File: config.mk
export PLATFORM = sky130hd
export DESIGN_NAME = compact_u256_to_decimal
export DESIGN_NICKNAME = d
export VERILOG_FILES = /design/src/design/cu2d_pkg.sv /design/src/design/compact_u256_to_decimal.sv /design/src/design/cu2d_bcd_unit.sv /design/src/design/cu2d_ctrl.sv
export SDC_FILE = /design/constraint.sdc
export NUM_CORES = 1
export LEC_CHECK = 0
export BUFFER_PORTS_ARGS = -buffer_cell sky130_fd_sc_hd__buf_2
export CAP_MARGIN = 20
export CELL_PAD_IN_SITES_DETAIL_PLACEMENT = 1
export CELL_PAD_IN_SITES_GLOBAL_PLACEMENT = 2
export CORE_ASPECT_RATIO = 1.4
export CORE_MARGIN = 2
export CORE_UTILIZATION = 43
export DETAILED_ROUTE_END_ITERATION = 10
export PLACE_DENSITY_LB_ADDON = 0.1
export SLEW_MARGIN = 20
export SYNTH_ARGS = -nofsm -noshare
export SYNTH_HDL_FRONTEND = slang
export SYNTH_SLANG_ARGS = --single-unit
File: constraint.sdc
create_clock -name clk -period 13.1 [get_ports clk]
set_input_delay 1.31 -clock clk [delete_from_list [all_inputs] [get_ports clk]]
set_output_delay 1.31 -clock clk [all_outputs]
set_load 0.02 [all_outputs]
File: src/design/cu2d_pkg.sv
// shared types, constants and helpers for the compact integer to decimal block
// no dependencies
package cu2d_pkg;

  // prefix byte classes and length field
  localparam logic [7:0] PFX_TWO  = 8'h40;
  localparam logic [7:0] PFX_FOUR = 8'h80;
  localparam logic [7:0] PFX_LONG = 8'hC0;
  localparam logic [5:0] LOW_MASK = 6'h3F;
  localparam int LEN_BIAS = 4;
  localparam int MAX_VALUE_BYTES = 32;
  localparam int DEC_DIGITS_DEF = 80;

  // result field widths
  localparam int GROUP_W = 16;
  localparam int NDIG_W  = 3;
  localparam int LEN_W   = 6;

  // sequencer states
  typedef enum logic [1:0] {
    ST_IDLE,
    ST_SHIFT,
    ST_EMIT,
    ST_ERR
  } state_t;

  // operations of the shared digit unit
  typedef enum logic [1:0] {
    BCD_HOLD,
    BCD_CLEAR,
    BCD_DOUBLE,
    BCD_GROUP
  } bcd_op_t;

  typedef struct packed {
    bcd_op_t op;
    logic    bit_in;
  } bcd_ctrl_t;

  typedef struct packed {
    logic [GROUP_W-1:0] digit_group;
    logic [NDIG_W-1:0]  digits_in_group;
    logic               last_group;
    logic               status;
    logic [LEN_W-1:0]   encoded_length;
  } result_t;

  // number of significant digits in the leading group, at least one
  function automatic logic [NDIG_W-1:0] lead_digits(input logic [GROUP_W-1:0] grp);
    logic [NDIG_W-1:0] n;
    if (grp[15:12] != 4'd0) begin
      n = 3'd4;
    end else if (grp[11:8] != 4'd0) begin
      n = 3'd3;
    end else if (grp[7:4] != 4'd0) begin
      n = 3'd2;
    end else begin
      n = 3'd1;
    end
    return n;
  endfunction

endpackage

File: src/design/compact_u256_to_decimal.sv
// Compact unsigned integer stream decoder with decimal digit output.
// Input channel s_*: one encoded byte per transfer, prefix byte first.
// Output channel m_*: decimal digit groups of up to four BCD nibbles,
// most significant group first; m_tlast marks the final group of a value.
// An over-long prefix gives one error transfer (m_tuser high) from the error state.
// Each accepted transfer starts the shared digit unit, which runs one
// doubling step per value bit: the eight bits of a payload byte, the six
// low bits of a prefix carrying value bits, none for a long-form prefix.
// s_tready is low while the unit works, so the next byte waits for it.
// After the last byte, of its (DEC_DIGITS+3)/4 groups the sequencer skips
// leading zero ones at one per cycle, then emits one group per cycle while out_free is high.
// The output register frees the input side: the next byte is taken while
// a result waits. If m_tready stays low the sequencer holds the next group.
// Reset (rst, synchronous) empties the output register and returns to
// awaiting a prefix byte.
// depends on cu2d_pkg, cu2d_bcd_unit, cu2d_ctrl
module compact_u256_to_decimal import cu2d_pkg::*; #(
  parameter int DEC_DIGITS = DEC_DIGITS_DEF
) (
  input  logic        clk,
  input  logic        rst,
  input  logic        s_tvalid,
  output logic        s_tready,
  input  logic [7:0]  s_tdata,   // [7:0] data_byte
  output logic        m_tvalid,
  input  logic        m_tready,
  output logic [31:0] m_tdata,   // [15:0] digit_group, [18:16] digits_in_group,
                                 // [24:19] encoded_length, [31:25] zero
  output logic        m_tlast,   // last_group
  output logic        m_tuser    // [0] status
);

  bcd_ctrl_t          bcd;
  logic [GROUP_W-1:0] top_group;
  logic               top_zero;
  logic               load;
  logic               out_free;
  result_t            res;
  result_t            out_res;

  cu2d_bcd_unit #(.DEC_DIGITS(DEC_DIGITS)) u_bcd (
    .clk       (clk),
    .ctrl      (bcd),
    .top_group (top_group),
    .top_zero  (top_zero)
  );

  cu2d_ctrl #(.DEC_DIGITS(DEC_DIGITS)) u_ctrl (
    .clk       (clk),
    .rst       (rst),
    .in_valid  (s_tvalid),
    .in_ready  (s_tready),
    .in_byte   (s_tdata),
    .out_free  (out_free),
    .load      (load),
    .res       (res),
    .bcd       (bcd),
    .top_group (top_group),
    .top_zero  (top_zero)
  );

  // output register
  assign out_free = !m_tvalid || m_tready;

  always_ff @(posedge clk) begin
    if (rst) begin
      m_tvalid <= 1'b0;
    end else if (load) begin
      m_tvalid <= 1'b1;
    end else if (m_tready) begin
      m_tvalid <= 1'b0;
    end
  end

  always_ff @(posedge clk) begin
    if (load) begin
      out_res <= res;
    end
  end

  assign m_tdata = {7'd0, out_res.encoded_length, out_res.digits_in_group,
                    out_res.digit_group};
  assign m_tlast = out_res.last_group;
  assign m_tuser = out_res.status;

endmodule

File: src/design/cu2d_bcd_unit.sv
// decimal digit register with its shared double-and-add / group-shift unit
// depends on cu2d_pkg
module cu2d_bcd_unit import cu2d_pkg::*; #(
  parameter int DEC_DIGITS = DEC_DIGITS_DEF
) (
  input  logic               clk,
  input  bcd_ctrl_t          ctrl,
  output logic [GROUP_W-1:0] top_group,
  output logic               top_zero
);

  localparam int NGRP = (DEC_DIGITS + 3) / 4;
  localparam int NDIG = NGRP * 4;

  logic [3:0] dig      [NDIG];
  logic [3:0] dig_next [NDIG];
  logic [3:0] adj      [NDIG];

  // add three to digits of five and up before the doubling shift
  for (genvar i = 0; i < NDIG; i++) begin : g_adj
    assign adj[i] = (dig[i] >= 4'd5) ? dig[i] + 4'd3 : dig[i];
  end

  // next value of each digit cell
  for (genvar i = 0; i < NDIG; i++) begin : g_cell
    logic [3:0] dbl;
    logic [3:0] grp_in;
    if (i >= DEC_DIGITS) begin : g_pad
      assign dbl = 4'd0;
    end else if (i == 0) begin : g_low
      assign dbl = {adj[i][2:0], ctrl.bit_in};
    end else begin : g_mid
      assign dbl = {adj[i][2:0], adj[i-1][3]};
    end
    if (i >= 4) begin : g_up
      assign grp_in = dig[i-4];
    end else begin : g_zero
      assign grp_in = 4'd0;
    end
    always_comb begin
      case (ctrl.op)
        BCD_CLEAR:  dig_next[i] = 4'd0;
        BCD_DOUBLE: dig_next[i] = dbl;
        BCD_GROUP:  dig_next[i] = grp_in;
        default:    dig_next[i] = dig[i];
      endcase
    end
  end

  always_ff @(posedge clk) begin
    dig <= dig_next;
  end

  // leading group is read at a fixed place
  assign top_group = {dig[NDIG-1], dig[NDIG-2], dig[NDIG-3], dig[NDIG-4]};
  assign top_zero  = (top_group == '0);

endmodule

File: src/design/cu2d_ctrl.sv
// sequencer: prefix decode, bit feed to the digit unit, group emission
// depends on cu2d_pkg
module cu2d_ctrl import cu2d_pkg::*; #(
  parameter int DEC_DIGITS = DEC_DIGITS_DEF
) (
  input  logic               clk,
  input  logic               rst,
  input  logic               in_valid,
  output logic               in_ready,
  input  logic [7:0]         in_byte,
  input  logic               out_free,
  output logic               load,
  output result_t            res,
  output bcd_ctrl_t          bcd,
  input  logic [GROUP_W-1:0] top_group,
  input  logic               top_zero
);

  localparam int NGRP = (DEC_DIGITS + 3) / 4;
  localparam int GW   = $clog2(NGRP);

  state_t          state, state_next;
  logic            in_payload;
  logic [5:0]      bytes_left;
  logic [LEN_W-1:0] enc_count;
  logic [7:0]      sh_byte;
  logic [3:0]      bit_cnt;
  logic            done_after;
  logic [GW-1:0]   grp;
  logic            started;

  logic       acc;
  logic [5:0] low;
  logic [6:0] len7;
  logic       too_long;
  logic       skip;
  logic       emit_now;

  assign acc      = in_valid && in_ready;
  assign low      = in_byte[5:0] & LOW_MASK;
  assign len7     = {1'b0, low} + 7'(LEN_BIAS);
  assign too_long = (len7 > 7'(MAX_VALUE_BYTES));
  assign skip     = !started && top_zero && (grp != '0);
  assign emit_now = !skip && out_free;

  // next state
  always_comb begin
    state_next = state;
    case (state)
      ST_IDLE: begin
        if (acc) begin
          if (in_payload || in_byte < PFX_LONG) begin
            state_next = ST_SHIFT;
          end else if (too_long) begin
            state_next = ST_ERR;
          end
        end
      end
      ST_SHIFT: begin
        if (bit_cnt == 4'd1) begin
          state_next = done_after ? ST_EMIT : ST_IDLE;
        end
      end
      ST_EMIT: begin
        if (emit_now && grp == '0) begin
          state_next = ST_IDLE;
        end
      end
      ST_ERR: begin
        if (out_free) begin
          state_next = ST_IDLE;
        end
      end
      default: state_next = ST_IDLE;
    endcase
  end

  // outputs
  always_comb begin
    in_ready   = (state == ST_IDLE);
    bcd.op     = BCD_HOLD;
    bcd.bit_in = sh_byte[7];
    load       = 1'b0;
    res.digit_group     = top_group;
    res.digits_in_group = started ? NDIG_W'(4) : lead_digits(top_group);
    res.last_group      = (grp == '0);
    res.status          = 1'b0;
    res.encoded_length  = enc_count;
    case (state)
      ST_IDLE: begin
        if (acc && !in_payload) begin
          bcd.op = BCD_CLEAR;
        end
      end
      ST_SHIFT: bcd.op = BCD_DOUBLE;
      ST_EMIT: begin
        if (skip || emit_now) begin
          bcd.op = BCD_GROUP;
        end
        load = emit_now;
      end
      ST_ERR: begin
        load = out_free;
        res.digit_group     = '0;
        res.digits_in_group = '0;
        res.last_group      = 1'b1;
        res.status          = 1'b1;
        res.encoded_length  = LEN_W'(1);
      end
      default: bcd.op = BCD_HOLD;
    endcase
  end

  // sequencer registers
  always_ff @(posedge clk) begin
    if (rst) begin
      state      <= ST_IDLE;
      in_payload <= 1'b0;
      bytes_left <= '0;
      enc_count  <= '0;
      bit_cnt    <= '0;
      done_after <= 1'b0;
      grp        <= '0;
      started    <= 1'b0;
      sh_byte    <= '0;
    end else begin
      state <= state_next;
      case (state)
        ST_IDLE: begin
          if (acc) begin
            if (in_payload) begin
              enc_count  <= enc_count + 1'b1;
              bytes_left <= bytes_left - 1'b1;
              in_payload <= (bytes_left != 6'd1);
              done_after <= (bytes_left == 6'd1);
              sh_byte    <= in_byte;
              bit_cnt    <= 4'd8;
            end else begin
              enc_count <= LEN_W'(1);
              sh_byte   <= {low, 2'b00};
              bit_cnt   <= 4'd6;
              if (in_byte < PFX_TWO) begin
                done_after <= 1'b1;
              end else if (in_byte < PFX_FOUR) begin
                done_after <= 1'b0;
                bytes_left <= 6'd1;
                in_payload <= 1'b1;
              end else if (in_byte < PFX_LONG) begin
                done_after <= 1'b0;
                bytes_left <= 6'd3;
                in_payload <= 1'b1;
              end else if (too_long) begin
                bytes_left <= '0;
              end else begin
                bytes_left <= len7[5:0];
                in_payload <= 1'b1;
              end
            end
          end
        end
        ST_SHIFT: begin
          sh_byte <= {sh_byte[6:0], 1'b0};
          bit_cnt <= bit_cnt - 1'b1;
          grp     <= GW'(NGRP - 1);
          started <= 1'b0;
        end
        ST_EMIT: begin
          if (skip || emit_now) begin
            grp <= grp - 1'b1;
          end
          if (emit_now) begin
            started <= 1'b1;
          end
        end
        default: begin
        end
      endcase
    end
  end

endmodule

# Yosys cells after proc, flatten, opt, wreduce, memory -nomap -nowiden
# Index checks and enable logic that the tools add are counted.
[op_classes]
order_cmp = 84
n_mux = 204
add_sub_neg = 85
n_reduce_logical = 35
eq_ne = 17
[ops]
columns = ["op", "n"]
rows = [
  ["$pmux 4 s3", 76],
  ["$mux 4", 81],
  ["$ge 4x3->1 const B", 80],
  ["$add 4x2->4 const B", 79],
  ["$pmux 4 s2", 5],
  ["$mux 6", 6],
  ["$mux 2", 9],
  ["$logic_not 16->1", 1],
  ["$lt 8x8->1 const B", 2],
  ["$mux 8", 2],
  ["$pmux 8 s2", 1],
  ["$reduce_bool 4->1", 4],
  ["$mux 1", 13],
  ["$mux 3", 4],
  ["$ne 2x1->1 const B", 6],
  ["$pmux 5 s2", 1],
  ["$eq 2x2->1 const B", 4],
  ["$lt 8x7->1 const B", 1],
  ["$pmux 2 s4", 1],
  ["$reduce_and 2->1", 4],
  ["$reduce_bool 2->1", 4],
  ["$add 6x3->7 const B", 1],
  ["$gt 7x6->1 const B", 1],
  ["$mux 7", 1],
  ["other kinds (25)", 38],
]
[word_totals]
elab_cells = 521
reg_bits = 382
input_bits = 12

# Depth between registers and ports, before layout
[logic_depth]
ltp_word = 11
depth_mapped = 10
depth_no_buf = 7

# By module
# From an unflattened synthesis, not the netlist that was laid out.
[unflattened]
hier_cells = 2356
hier_area_um2 = 23832.9
[modules_own_cells]
columns = ["module", "instances", "area_per_inst_um2", "cells_per_inst"]
rows = [
  ["cu2d_bcd_unit", 1, 20702.4, 2035],
  ["cu2d_ctrl", 1, 2217.1, 282],
  ["compact_u256_to_decimal", 1, 913.4, 39],
]

# Worst setup path after synthesis
# OpenSTA, ideal clock, no wires.
[synth_path]
kind = "input -> register"
from = "input port m_tready"
to = "register u_bcd.dig, in the netlist u_bcd.g_cell[10].grp_in[0], enable pin"
required_ns = 12.360
arrival_ns = 9.692
slack_ns = 2.668
path_stages = 5
cell_sequence = "nand2b_1 > and2_1 > a31oi_4 > o22ai_2 > nand2b_1"
[synth_between]
elab_chain_cells = 7
word_cells_on_any_way = 9
cone_classes = "3 x eq/ne; 2 x mux; 4 x reduce/logical"
[synth_rtl]
columns = ["element", "line", "text"]
rows = [
  ["start: declaration", "compact_u256_to_decimal.sv:26", "input logic m_tready,"],
  ["$logic_or 1x1->1 *", "compact_u256_to_decimal.sv:63", "assign out_free = !m_tvalid || m_tready;"],
  ["$logic_and 1x1->1 *", "cu2d_ctrl.sv:44", "assign emit_now = !skip && out_free;"],
  ["$logic_or 1x1->1 *", "cu2d_ctrl.sv:97", "if (skip || emit_now) begin"],
  ["$mux 2 *", "cu2d_ctrl.sv:97", ""],
  ["$pmux 2 s3 *", "cu2d_ctrl.sv:89", "case (state)"],
  ["$eq 2x1->1 or $eq 2x2->1 (tied branches)", "cu2d_bcd_unit.sv:41", "case (ctrl.op)"],
  ["$reduce_bool 3->1 (no line) *", "n/a", ""],
  ["end signal: assignment", "cu2d_bcd_unit.sv:51", "dig <= dig_next;"],
  ["end: declaration", "cu2d_bcd_unit.sv:15", "logic [3:0] dig [NDIG];"],
]
# Every way passes the cells marked *; elsewhere a longest branch is shown, timed or not.
# A chain may end at the register's enable or synchronous reset.

# Worst setup path in the final report
[layout_path]
from = "register u_bcd.dig, in the netlist u_bcd.top_group[4]"
to = "register u_bcd.dig, in the netlist u_bcd.g_cell[62].grp_in[0], enable pin"
[layout_between]
elab_chain_cells = 10
word_cells_on_any_way = 12
cone_classes = "3 x eq/ne; 2 x mux; 7 x reduce/logical"
[layout_rtl]
columns = ["element", "line", "text"]
rows = [
  ["$logic_not 16->1 *", "cu2d_bcd_unit.sv:56", "assign top_zero = (top_group == '0);"],
  ["$logic_and 1x1->1 * (2 in a row)", "cu2d_ctrl.sv:43", "assign skip = !started && top_zero && (grp != '0);"],
  ["$logic_not 1->1", "cu2d_ctrl.sv:44", ""],
  ["$logic_and 1x1->1", "cu2d_ctrl.sv:44", ""],
  ["$logic_or 1x1->1 *", "cu2d_ctrl.sv:97", ""],
  ["$mux 2 *", "cu2d_ctrl.sv:97", ""],
  ["$pmux 2 s3 *", "cu2d_ctrl.sv:89", ""],
  ["$eq 2x1->1 or $eq 2x2->1 (tied branches)", "cu2d_bcd_unit.sv:41", ""],
  ["$reduce_bool 3->1 (no line) *", "n/a", ""],
]
# Marks and branches as above.

==> summary by stage <==
Yosys
Summing the areas of all compound-gate instances in the mapped netlist gives between 20% and 30% of the synthesized area. The dominant cell type by area after synthesis is edfxtp_1. For this run, the register share of the synthesized area comes to 48.0%. The proportion of synthesized flip-flops having asynchronous set or reset is 0%. Yosys mapped the design onto 64 distinct sky130hd cell types. The combinational family with the most area after synthesis is compound AO/OA/AOI/OAI gates. The post-synth design cell area is 23,200 um^2. Yosys attributes the largest share of cell area to edfxtp_1 45%, ha_1 9.3%, a21oi_1 4.4%.

The number of synthesized register bits is 382. The number of instances in the synthesized netlist is around 2,200. The portion of synthesized area spent on multiplexers is 0.259%. The number of enable flip-flop cells after synthesis is 347. In this run the biggest area consumer among cell types represents between 40% and 50% of the synthesized area. The fraction of synthesized cell area in xor and xnor cells is 5.48%.

The total of warnings raised by yosys is 0. The adder-cell area share of the yosys netlist is 9.34%. The most used flip-flop cell after synthesis is edfxtp_1. The synthesized netlist devotes a little under an eighth of its cell area to simple gates. The mean cell area of the mapped netlist is 10.7 um^2.

Critical path
The reg-to-reg setup timing slack is between 7 and 8 ns. The category of the most critical setup path is register to register. Of all nets on the critical path, the largest fanout is 83. STA classifies the critical path endpoint as a register. The worst endpoint required time is 13.28 ns. Data arrives at the worst endpoint at 5.42 ns.

The worst register-to-register path has a depth of 10. The worst setup path is launched from a register. The end of the worst register-to-register path is u_bcd.g_cell[62].grp_in[0]. The startpoint identified for the worst register-to-register timing path is u_bcd.top_group[4].

Timing
The smallest clock period supported by the final layout is computed as 5.24 ns. The period utilization is 40.0%. The relative slew slack is 32.8%. Between clock sinks in the finished design, the worst skew comes to 0.0113 ns. The number of pins with negative max-slew slack in the final report is 0. Final hold analysis gives a worst-case slack of 0.487 ns. Derived from the worst setup path, the maximum achievable clock frequency is 0.191 GHz. The final count of negative-setup-slack endpoints is 0.

Setup total negative slack on the finished layout was measured at 0 ns. Once routing completed, OpenROAD measured the worst setup slack at between 7 and 8 ns. The final-report hold violation count is 0. Setup repair after global routing left no endpoint under its margin. The transition time at the pin with the least slew margin is 1.01 ns.

Detailed routing
The via count is 16,700. The detail route stage leaves a number of antenna-violating nets equal to 0. The final wirelength is 58,500 um.

The number of design-rule violations left by the first detailed-router iteration is 667. The routed via count divided by cell count is between 5 and 6. The first-pass iteration count of the detailed router is 5. The DRC violation count after routing is 0. The final routed wire length divided by cell count is between 20 and 25 um.

Power and ir drop
IR analysis of the VDD net gives a maximum drop of around 140 uV. The static power due to leakage is 9.54 nW. The power density of the placed cells is ~160 nW/um^2.

CTS
TritonCTS built the clock tree. The H-tree was split into 2 levels. The clock tree root buffer cell is clkbuf_16. After clock tree synthesis, the repair step resized 0 gates. At the later pin of the worst-skew pair, clock insertion delay measures around 0.56 ns.

Clock tree synthesis inserted a total of a little over 40 buffers. Post-CTS timing repair inserted 0 buffers for setup. The register clock-pin slew on the reported worst setup and hold paths is 0.06 ns. The hold buffer count at cts is 0.

The total number of clock tree sinks is 382. The longest clock path from root to sink contains 3 buffers.

Floorplan
Once the floorplan was initialized, standard cells occupied approximately 44% of the core. The I/O pin count is 48. The die footprint is 55,800 um^2. The core outline area is 53,200 um^2.

In this run the vertical extent of the chip is 279 um. The floorplan has 100 rows. The die span in x is 200 um.

GRT
The residual overflow from global routing is 0. The number of global-route vias before repair is roughly 18,000. The global routing stage identified its most utilized layer as met2. The first-pass GRT wire length is 95,100 um. The global-route track usage on met1 is 24.0%. The met3 track demand over resource in global routing is around 3.0%. The largest net degree at the start of global routing is 147. The number of antenna violations at the first check in global routing is 0. The met2 global-route usage is 39.9%.

The total global-route track usage is 20.9%.

Hold path
The worst hold path passes through 2 cells. The classification of the worst-slack hold path is register to register. The worst-case hold path end point is u_ctrl.sh_byte[0]. The hold path startpoint is u_ctrl.sh_byte[0].

Place
The total of buffers placed on input and output ports is 40. Routability-driven placement finished with a final weighted congestion of 0.780. The setup slack at placement is 7.27 ns. The total half-perimeter wirelength after legalization and detailed placement is approximately 38,000 um.

Run
The max-capacitance violation count is 0.

Outcome
The flow ran to the end, and the final reports show no timing, DRC or antenna violations.

Final layout
The library cells used most frequently in the layout, excluding fill and tap cells, are 347 x edfxtp_1, 205 x a21oi_1, 173 x ha_1. The count of nets after finishing is 2,352. The signed area change from the synthesized netlist to the final layout is 9.19%.

The most common cell after layout, fill and taps aside is edfxtp_1. The repair_antennas step left the layout with diodes totalling 0. Once layout is complete, the utilization of the core stands at 47.6%. Cells with a size suffix above 1 make up 6.29% of the layout.
[stage by stage]
| stage | area (um^2) | power, mW | instances |
|---|---|---|---|
| 5_1_grt | 25300 | 4.38 | 2908 |
| 6_report | 25300 | 4.11 | 2908 |
| 2_1_floorplan | 23200 | 2.69 | 2168 |
| 4_1_cts | 25300 | 4.17 | 2908 |
| 3_5_place_dp | 24000 | 2.97 | 2838 |
| 3_3_place_gp | 24000 | 2.92 | 2837 |
[per-layer routing]
metal  share of wire, %  wire length (um)  vias to the layer above
met3                2.7              1580                       75
met5                  0                 0                        -
li1                   -                 -                     8047
met2                 53             31000                      176
met4                2.4              1410                        0
met1                 42             24500                     8438
[worst max-delay path: stages (launching register included)]
cell      delay, ns
edfxtp_1       0.41
inv_1          0.15
ha_1           0.19
or3b_1         0.44
nor3b_4        0.31
a31oi_4        0.13
o22ai_2        0.69
nand2b_4       0.77
buf_4          0.64
buf_16         0.32
buf_6          0.67
[cell usage after synthesis, types with 8 or more instances]
master and count:
and2_1 15, inv_1 168, a21oi_1 205, nor3_1 66
o21ai_0 164, buf_2 32, o32ai_1 96, nand2_1 100
nand2b_1 87, buf_4 8, dfxtp_1 35, a22o_1 76
edfxtp_1 347, nor2_1 76, ha_1 173, a21o_1 56
clkbuf_1 56, o2bb2ai_1 68, xnor2_1 82, nor3b_1 101
o2bb2ai_2 10, xor2_1 63
[flip-flops by register name (all words and copies together), names as in the netlist, 2 cells and up]
signal,count
u_bcd.top_group,16
u_ctrl.enc_count,6
u_bcd.g_cell.grp_in,304
u_ctrl.state,2
u_ctrl.bytes_left,6
u_ctrl.grp,5
m_tdata,25
u_ctrl.bit_cnt,4
u_ctrl.sh_byte,8
[area by class of cell]
type / count / area [um^2]
clock buffers: 60 / 1140
clock inverters: 10 / 156
fillers: 5764 / 27900
inverters: 169 / 634
multi-input cells: 1517 / 11000
flip-flops and latches: 382 / 11100
well taps: 714 / 893
repair buffers: 56 / 357
[where the power goes]
group          switching [mW]  internal (mW)
Combinational           0.652          0.435
Sequential              0.235           1.62
Clock                   0.486          0.679
[worst max path at each step]
stage                                  start                          to  slack [ns]  cells after the start
final                     u_bcd.top_group[4]  u_bcd.g_cell[62].grp_in[0]        7.86                     10
after global routing      u_bcd.top_group[4]  u_bcd.g_cell[70].grp_in[3]        7.44                     10
after CTS                 u_bcd.top_group[5]  u_bcd.g_cell[66].grp_in[3]        7.51                     10
after detailed placement            m_tready  u_bcd.g_cell[79].grp_in[2]        7.27                      9
after global placement              m_tready  u_bcd.g_cell[79].grp_in[2]        7.17                      8
after floorplan                     m_tready  u_bcd.g_cell[10].grp_in[0]        2.67                      5
[cells by family (layout without fill, tap and decap cells)]
kind of cell               after synthesis  after routing
AOI/OAI and AO/OA                      710            710
xor gates and xnor gates               145            145
adders and majority gates              173            173
buffers and inverters                  269            295
DFF                                    382            382
muxes                                    6              6
other                                    1              7
and+or+nand+nor                        476            476
Note: power is estimated with default switching activity, not from simulation.
